## config.mk

```make
export PLATFORM = sky130hd
export DESIGN_NAME = first_fit_block_allocator_top
export DESIGN_NICKNAME = d
export VERILOG_FILES = /design/src/sv/ffa_pkg.sv /design/src/sv/ffa_ram.sv /design/src/sv/ffa_ctrl.sv /design/src/sv/ffa_dp.sv /design/src/sv/first_fit_block_allocator_top.sv
export SDC_FILE = /design/constraint.sdc
export NUM_CORES = 2
export LEC_CHECK = 0
export BUFFER_PORTS_ARGS = -buffer_cell sky130_fd_sc_hd__buf_2
export CORE_MARGIN = 4
export CORE_UTILIZATION = 68
export DETAILED_ROUTE_END_ITERATION = 10
export HOLD_SLACK_MARGIN = 0.08
export PLACE_DENSITY_LB_ADDON = 0.05
export SKIP_LAST_GASP = 1
export SYNTH_ARGS = -nofsm -noshare
export SYNTH_HDL_FRONTEND = slang
export SYNTH_SLANG_ARGS = --single-unit
```

## constraint.sdc

```tcl
create_clock -name clk -period 22.1 [get_ports clk]
set_input_delay 3.315 -clock clk [delete_from_list [all_inputs] [get_ports clk]]
set_output_delay 3.315 -clock clk [all_outputs]
set_load 0.01 [all_outputs]
```

## src/sv/ffa_pkg.sv

```systemverilog
`default_nettype none

package ffa_pkg;

  localparam int SIZE_W   = 16;
  localparam int ADDR_W   = 16;
  localparam int LIMIT_W  = 17;
  localparam int BREAK_W  = 17;
  localparam int NEED_W   = 18;
  localparam int STATUS_W = 3;

  localparam logic FUNC_ALLOC = 1'b0;
  localparam logic FUNC_FREE  = 1'b1;

  localparam logic [STATUS_W-1:0] ST_OK        = 3'd0;
  localparam logic [STATUS_W-1:0] ST_NULL      = 3'd1;
  localparam logic [STATUS_W-1:0] ST_EXHAUSTED = 3'd2;
  localparam logic [STATUS_W-1:0] ST_FULL      = 3'd3;
  localparam logic [STATUS_W-1:0] ST_NOT_FOUND = 3'd4;

  typedef enum logic [1:0] {
    S_IDLE,
    S_SCAN,
    S_DONE
  } state_t;

  typedef struct packed {
    logic                used;
    logic [SIZE_W-1:0]   length;
    logic [ADDR_W-1:0]   start;
  } entry_t;

  localparam int ENTRY_W = $bits(entry_t);

  typedef struct packed {
    logic load;
    logic scan;
    logic take_null;
    logic take_hit;
    logic take_miss;
    logic emit;
  } ctrl_cmd_t;

  typedef struct packed {
    logic req_null;
    logic hit;
    logic scan_end;
    logic out_free;
  } ctrl_sts_t;

endpackage

`default_nettype wire

```

## src/sv/ffa_ram.sv

```systemverilog
`default_nettype none

module ffa_ram #(
  parameter int WIDTH = 33,
  parameter int DEPTH = 64,
  localparam int AW = (DEPTH > 1) ? $clog2(DEPTH) : 1
) (
  input  wire logic             clk,
  input  wire logic             we,
  input  wire logic [AW-1:0]    waddr,
  input  wire logic [WIDTH-1:0] wdata,
  input  wire logic             re,
  input  wire logic [AW-1:0]    raddr,
  output logic      [WIDTH-1:0] rdata
);

  logic [WIDTH-1:0] mem [DEPTH];

  always_ff @(posedge clk) begin
    if (we) begin
      mem[waddr] <= wdata;
    end
    if (re) begin
      rdata <= mem[raddr];
    end
  end

endmodule

`default_nettype wire

```

## src/sv/ffa_ctrl.sv

```systemverilog
`default_nettype none

module ffa_ctrl (
  input  wire logic               clk,
  input  wire logic               rst_n,
  input  wire logic               in_tvalid,
  output logic                    in_tready,
  output ffa_pkg::ctrl_cmd_t      cmd,
  input  wire ffa_pkg::ctrl_sts_t sts
);

  import ffa_pkg::*;

  state_t state_r;
  state_t state_nxt;

  always_ff @(posedge clk) begin
    if (!rst_n) begin
      state_r <= S_IDLE;
    end else begin
      state_r <= state_nxt;
    end
  end

  always_comb begin
    state_nxt = state_r;
    cmd       = '0;
    in_tready = 1'b0;
    unique case (state_r)
      S_IDLE: begin
        in_tready = 1'b1;
        if (in_tvalid) begin
          cmd.load  = 1'b1;
          state_nxt = S_SCAN;
        end
      end
      S_SCAN: begin
        priority if (sts.req_null) begin
          cmd.take_null = 1'b1;
          state_nxt     = S_DONE;
        end else if (sts.hit) begin
          cmd.take_hit = 1'b1;
          state_nxt    = S_DONE;
        end else if (sts.scan_end) begin
          cmd.take_miss = 1'b1;
          state_nxt     = S_DONE;
        end else begin
          cmd.scan = 1'b1;
        end
      end
      S_DONE: begin
        if (sts.out_free) begin
          cmd.emit  = 1'b1;
          state_nxt = S_IDLE;
        end
      end
      default: state_nxt = S_IDLE;
    endcase
  end

endmodule

`default_nettype wire

```

## src/sv/ffa_dp.sv

```systemverilog
`default_nettype none

module ffa_dp #(
  parameter int MAX_BLOCKS   = 64,
  parameter int HEADER_BYTES = 24,
  parameter int HEAP_BYTES   = 65536
) (
  input  wire logic                              clk,
  input  wire logic                              rst_n,
  input  wire logic [31:0]                       in_tdata,
  input  wire logic                              in_tuser,
  input  wire logic                              cfg_we,
  input  wire logic [ffa_pkg::LIMIT_W-1:0]       cfg_wdata,
  input  wire logic                              out_tready,
  output logic                                   out_tvalid,
  output logic [15:0]                            out_tdata,
  output logic [ffa_pkg::STATUS_W-1:0]           out_tuser,
  input  wire ffa_pkg::ctrl_cmd_t                cmd,
  output ffa_pkg::ctrl_sts_t                     sts
);

  import ffa_pkg::*;

  localparam int IDX_W = (MAX_BLOCKS > 1) ? $clog2(MAX_BLOCKS) : 1;
  localparam int CNT_W = $clog2(MAX_BLOCKS + 1);

  logic [LIMIT_W-1:0]  heap_limit_r;
  logic [BREAK_W-1:0]  heap_break_r;
  logic [CNT_W-1:0]    block_count_r;
  logic                func_r;
  logic [SIZE_W-1:0]   size_r;
  logic [ADDR_W-1:0]   addr_r;
  logic [CNT_W-1:0]    idx_r;
  logic                rd_vld_r;
  logic [IDX_W-1:0]    rd_idx_r;
  logic [STATUS_W-1:0] res_status_r;
  logic [ADDR_W-1:0]   res_addr_r;
  logic                out_vld_r;
  logic [STATUS_W-1:0] out_status_r;
  logic [ADDR_W-1:0]   out_addr_r;

  entry_t              rd_entry;
  entry_t              wr_entry;
  logic [ENTRY_W-1:0]  ram_rdata;
  logic                ram_we;
  logic [IDX_W-1:0]    ram_waddr;
  logic                ram_re;
  logic                match;
  logic [LIMIT_W-1:0]  eff_limit;
  logic [NEED_W-1:0]   base;
  logic [NEED_W-1:0]   need;
  logic                exhausted;
  logic                table_full;
  logic                append_ok;

  assign rd_entry = entry_t'(ram_rdata);

  always_comb begin
    if (func_r == FUNC_ALLOC) begin
      match = !rd_entry.used && (rd_entry.length >= size_r);
    end else begin
      match = (rd_entry.start == addr_r);
    end
  end

  assign eff_limit  = (heap_limit_r > LIMIT_W'(HEAP_BYTES)) ? LIMIT_W'(HEAP_BYTES)
                                                             : heap_limit_r;
  assign base       = NEED_W'(heap_break_r) + NEED_W'(HEADER_BYTES);
  assign need       = base + NEED_W'(size_r);
  assign exhausted  = need > NEED_W'(eff_limit);
  assign table_full = block_count_r >= CNT_W'(MAX_BLOCKS);
  assign append_ok  = (func_r == FUNC_ALLOC) && !exhausted && !table_full;

  assign sts.req_null = (func_r == FUNC_ALLOC) ? (size_r == '0) : (addr_r == '0);
  assign sts.hit      = rd_vld_r && match;
  assign sts.scan_end = !rd_vld_r && (idx_r >= block_count_r);
  assign sts.out_free = !out_vld_r || out_tready;

  // hit sets used on the entry read (free clears it); a fitting miss appends an entry at break + header
  always_comb begin
    ram_we    = 1'b0;
    ram_waddr = block_count_r[IDX_W-1:0];
    wr_entry  = rd_entry;
    if (cmd.take_hit) begin
      ram_we        = 1'b1;
      ram_waddr     = rd_idx_r;
      wr_entry.used = (func_r == FUNC_ALLOC);
    end else if (cmd.take_miss && append_ok) begin
      ram_we          = 1'b1;
      wr_entry.used   = 1'b1;
      wr_entry.length = size_r;
      wr_entry.start  = base[ADDR_W-1:0];
    end
  end

  assign ram_re = cmd.scan && (idx_r < block_count_r);

  ffa_ram #(
    .WIDTH (ENTRY_W),
    .DEPTH (MAX_BLOCKS)
  ) u_table (
    .clk   (clk),
    .we    (ram_we),
    .waddr (ram_waddr),
    .wdata (wr_entry),
    .re    (ram_re),
    .raddr (idx_r[IDX_W-1:0]),
    .rdata (ram_rdata)
  );

  always_ff @(posedge clk) begin
    if (!rst_n) begin
      heap_limit_r  <= LIMIT_W'(65536);
      heap_break_r  <= '0;
      block_count_r <= '0;
      rd_vld_r      <= 1'b0;
      out_vld_r     <= 1'b0;
    end else begin
      if (cfg_we) begin
        heap_limit_r <= cfg_wdata;
      end
      if (cmd.load) begin
        rd_vld_r <= 1'b0;
      end else if (cmd.scan) begin
        rd_vld_r <= ram_re;
      end
      if (cmd.take_miss && append_ok) begin
        block_count_r <= block_count_r + CNT_W'(1);
        heap_break_r  <= need[BREAK_W-1:0];
      end
      if (cmd.emit) begin
        out_vld_r <= 1'b1;
      end else if (out_tready) begin
        out_vld_r <= 1'b0;
      end
    end
  end

  always_ff @(posedge clk) begin
    if (cmd.load) begin
      func_r <= in_tuser;
      size_r <= in_tdata[15:0];
      addr_r <= in_tdata[31:16];
      idx_r  <= '0;
    end else if (ram_re) begin
      idx_r    <= idx_r + CNT_W'(1);
      rd_idx_r <= idx_r[IDX_W-1:0];
    end
    if (cmd.take_null) begin
      res_status_r <= ST_NULL;
      res_addr_r   <= '0;
    end else if (cmd.take_hit) begin
      res_status_r <= ST_OK;
      res_addr_r   <= (func_r == FUNC_ALLOC) ? rd_entry.start : '0;
    end else if (cmd.take_miss) begin
      res_addr_r <= '0;
      priority if (func_r == FUNC_FREE) begin
        res_status_r <= ST_NOT_FOUND;
      end else if (exhausted) begin
        res_status_r <= ST_EXHAUSTED;
      end else if (table_full) begin
        res_status_r <= ST_FULL;
      end else begin
        res_status_r <= ST_OK;
        res_addr_r   <= base[ADDR_W-1:0];
      end
    end
    if (cmd.emit) begin
      out_status_r <= res_status_r;
      out_addr_r   <= res_addr_r;
    end
  end

  assign out_tvalid = out_vld_r;
  assign out_tdata  = out_addr_r;
  assign out_tuser  = out_status_r;

endmodule

`default_nettype wire

```

## src/sv/first_fit_block_allocator_top.sv

```systemverilog
// channel  direction  tdata                                       tuser
// in       slave      [15:0] request_size, [31:16] address         [0] func
// out      master     [15:0] data_address                          [2:0] status
// cfg      write      cfg_wdata[16:0] heap_limit                   -
//
// an item is loaded in idle, then table entries are read one a cycle up to and
// including a match (all block_count entries when none matches, none for a null
// request or an empty table); the result then waits for the output register
// reset clears block count, heap break and the handshakes; table contents are
// left as they are and only entries below the count are ever read
// a result waits in the output register while the next transaction is taken

`default_nettype none

module first_fit_block_allocator_top #(
  parameter int MAX_BLOCKS   = 64,
  parameter int HEADER_BYTES = 24,
  parameter int HEAP_BYTES   = 65536
) (
  input  wire logic                        clk,
  input  wire logic                        rst_n,
  input  wire logic                        in_tvalid,
  output logic                             in_tready,
  input  wire logic [31:0]                 in_tdata,  // request_size, address
  input  wire logic                        in_tuser,  // func
  output logic                             out_tvalid,
  input  wire logic                        out_tready,
  output logic [15:0]                      out_tdata, // data_address
  output logic [ffa_pkg::STATUS_W-1:0]     out_tuser, // status
  input  wire logic                        cfg_we,
  input  wire logic [ffa_pkg::LIMIT_W-1:0] cfg_wdata
);

  import ffa_pkg::*;

  ctrl_cmd_t cmd;
  ctrl_sts_t sts;

  ffa_ctrl u_ctrl (
    .clk       (clk),
    .rst_n     (rst_n),
    .in_tvalid (in_tvalid),
    .in_tready (in_tready),
    .cmd       (cmd),
    .sts       (sts)
  );

  ffa_dp #(
    .MAX_BLOCKS   (MAX_BLOCKS),
    .HEADER_BYTES (HEADER_BYTES),
    .HEAP_BYTES   (HEAP_BYTES)
  ) u_dp (
    .clk        (clk),
    .rst_n      (rst_n),
    .in_tdata   (in_tdata),
    .in_tuser   (in_tuser),
    .cfg_we     (cfg_we),
    .cfg_wdata  (cfg_wdata),
    .out_tready (out_tready),
    .out_tvalid (out_tvalid),
    .out_tdata  (out_tdata),
    .out_tuser  (out_tuser),
    .cmd        (cmd),
    .sts        (sts)
  );

  a_one_outcome: assert property (@(posedge clk) disable iff (!rst_n)
    $onehot0({cmd.take_null, cmd.take_hit, cmd.take_miss}))
    else $error("more than one outcome chosen for one transaction");

  a_emit_free: assert property (@(posedge clk) disable iff (!rst_n)
    cmd.emit |-> sts.out_free)
    else $error("result overwrites one not yet taken");

  a_one_at_a_time: assert property (@(posedge clk) disable iff (!rst_n)
    (in_tvalid && in_tready) |=> !in_tready)
    else $error("new transaction taken while one is in progress");

  a_emit_shows: assert property (@(posedge clk) disable iff (!rst_n)
    cmd.emit |=> out_tvalid)
    else $error("emitted result not presented");

endmodule

`default_nettype wire
```

==> metrics.csv <==
metric,value,unit
outcome,"finished, final reports clean",
area of the core,130000,µm²
post-CTS sizing,0,
port bufs,75,
LEAKAGE,30.2,nW
vias post-DR,44500,
max-cap violations,0,
cell area after synthesis,88700,µm²
CTS root buf,clkbuf_16,
Worst-Margin Slew,1.26,ns
ys flop type,edfxtp_1,
M2 GR Usage,56.4,%
Routed WL per cell,37.9,µm
hold_sp,u_dp.res_addr_r[4],
Arrival @ worst endpoint,8.41,ns
largest area contributor in the netlist,edfxtp_1,
CTS tree,built,
H-tree depth,4,
final setup fails,0,
Vias/cell,7.29,
final worst path period need,7.92,ns
Max-slew headroom,15.8,%
Power Total,8.58,mW
commonest cells in the netlist,"edfxtp_1, mux4_2, nand2_1, clkbuf_1, nor2_1",
Post-Route WL,231000,µm
pwr/cell area,86.4,nW/µm²
hold path endpoint,u_dp.out_tdata[4],
Total GRT Usage,34.9,%
Final Skew,0.0493,ns
DP Wirelength,128000,µm
cell with the most instances after synthesis,edfxtp_1,
DRC viols,0,
detailed router's first-iteration violation count,6995,
Initial Util,68.4,%
Setup Total Neg Slack,0,ns
Reg-to-Reg End,u_dp.u_table.mem[52][17],
"Avg Cell Area, Syn",22.5,µm²
"Area growth, synth to finish",12.0,%
RSZ-0062 raised after global routing,false,
post-synthesis instance total,3938,
Yosys top cell area share,74.5,%
largest net degree at the start of global routing,148,
Reg-to-Reg Start,u_dp.heap_break_r[3],
met3 usage,7.61,%
worst hold slack,0.436,ns
multi-input logic area,21000,µm²
Unique masters post-synth,63,
final cycle utilization of the critical path,35.9,%
flop2flop setup slack,14.18,ns
CP Capture Type,register,
Post-CTS Setup Inserts,0,
GPL Wtd Cong,1.05,
FILL cells,6435,
CP required,22.58,ns
Hold Path Class,register to register,
Yosys reg bits,2274,
DP Worst Slack,14.37,ns
Fin. Hold Viols,0,
hold_buf cts,0,
crit start category,register,
Highest Clock Rate,0.126,GHz
first-pass GRT wire length,332000,µm
GR Layer Usage met1,48.8,%
cts bufs inserted,211,
later-pin clock latency in the skew report,0.84,ns
sequential area share after synthesis,76.1,%
setup slack after layout,14.18,ns
layout cell share with drive strength beyond 1,30.8,%
initial antenna violation count,20,
TritonCTS sink count,2274,
drt pass-1 iters,5,
clock slew at reported path FFs,0.07,ns
Rows,132,
Final #Nets,4280,
antenna-violating nets left,0,
# IOs,76,
hold path depth,0,
Synthesis Warnings,0,
asr flop ratio synth,0,%
die area,136000,µm²
Post-synth EDFFs,2203,
Reg2Reg Depth,24,
final max-slew violation count,0,
CP Max Fanout,46,
register area,67600,µm²
"top cells by area, synth","edfxtp_1, mux4_2, dfxtp_1",
Die W,369,µm
Synth Net Count,4055,
number of global-route vias before repair,44600,
Chip Height,369,µm
gr busiest metal,met2,
Worst VDD drop,109,µV
Longest Clk Path Bufs,3,
Crit Path Category,register to register,
global route overflow,0,
## cells by family (layout without fill, tap and decap cells)
logic type | after synthesis | count (layout) | synth area share, %
flops | 2274 | 2274 | 76.1
mux | 717 | 717 | 17.9
simple gates | 413 | 413 | 2.25
buf+inv | 245 | 651 | 1.06
compound gates | 184 | 184 | 1.37
fa+ha+maj | 62 | 62 | 0.883
xor+xnor | 43 | 43 | 0.424
other cells | 0 | 8 | 0
## metrics by stage
step	instances	utilization, %	cell area [µm²]
6_report	6094	76.6	99300
5_1_grt	6086	76.6	99300
4_1_cts	6085	76.6	99300
3_5_place_dp	5691	71.2	92400
3_3_place_gp	5691	71.2	92400
2_1_floorplan	3938	-	88700
## cells in the final DEF (no fill, tap or decap), types with 19 or more instances in the layout
cell,n
nor2_1,85
clkbuf_1,37
nand3_1,26
bufinv_16,24
nor3_2,30
dfxtp_1,65
mux4_2,693
nor2_4,19
clkinv_1,48
buf_2,75
inv_1,43
a21oi_1,48
clkbuf_16,213
o21ai_0,23
mux2i_1,23
ha_1,61
edfxtp_1,2203
xnor2_1,24
xor2_1,19
clkinv_2,46
nand4_1,38
nand2_1,129
buf_4,132
## flip-flops by register name (all words and copies together), names as in the netlist
| register | count |
|---|---|
| u_dp.u_table.mem | 2112 |
| u_dp.u_table.rdata | 33 |
| u_dp.heap_break_r | 17 |
| u_dp.heap_limit_r | 17 |
| u_dp.addr_r | 16 |
| u_dp.out_tdata | 16 |
| u_dp.res_addr_r | 16 |
| u_dp.size_r | 16 |
| u_dp.block_count_r | 7 |
| u_dp.idx_r | 7 |
| u_dp.rd_idx_r | 6 |
| u_dp.out_tuser | 3 |
| u_dp.res_status_r | 3 |
| u_ctrl.state_r | 2 |
| u_dp.func_r | 1 |
| u_dp.out_tvalid | 1 |
| u_dp.rd_vld_r | 1 |
## power breakdown
group / total, mW / switching [mW] / internal [mW]
logic: 0.186 / 0.135 / 0.0508
registers: 4.75 / 0.0202 / 4.73
clock network: 3.64 / 1.58 / 2.06
total: 8.58 / 1.74 / 6.84
## critical path, stage by stage (launching register included)
cell	delay (ns)
dfxtp_1	0.38
inv_1	0.12
ha_1	0.24
nand3b_1	0.27
nor2_1	0.24
nand2_1	0.10
xnor2_1	0.27
ha_1	0.34
a21oi_1	0.24
nand3b_1	0.14
a211oi_1	0.40
nor2_1	0.13
a31o_2	0.28
xor2_1	0.16
ha_1	0.30
nand4_1	0.07
or2_2	0.30
nor3_1	0.19
a41oi_1	0.13
o21a_1	0.21
nor4b_4	0.54
buf_4	0.60
a31oi_2	0.52
a211oi_4	0.83
buf_4	0.47
## worst max path at each step
stage,startpoint,end,cells after the start
after floorplan,u_dp.heap_break_r[3],u_dp.u_table.mem[0][25],23
after global placement,u_dp.heap_break_r[3],u_dp.u_table.mem[52][25],24
after detailed placement,u_dp.heap_break_r[3],u_dp.u_table.mem[52][17],24
after CTS,u_dp.heap_break_r[3],u_dp.u_table.mem[52][26],24
after global routing,u_dp.heap_break_r[3],u_dp.u_table.mem[52][23],24
final,u_dp.heap_break_r[3],u_dp.u_table.mem[52][17],24
## layout make-up
| type | instances | area share, % |
|---|---|---|
| inverters | 45 | 0.170 |
| repair buffers | 212 | 1.48 |
| clock buffers | 251 | 5.52 |
| multi-input cells | 1419 | 21.1 |
| well taps | 1742 | 2.19 |
| diodes | 8 | 0.0202 |
| clock inverters | 143 | 1.47 |
| flip-flops and latches | 2274 | 68.0 |
## metal layers
metal / vias to the layer above / routed length (µm)
met3: 522 / 25400
li1: 17200 / -
met1: 23400 / 80700
met4: 2 / 8660
met5: - / 13
met2: 3365 / 116000
Power figures use the tool's default switching activity.
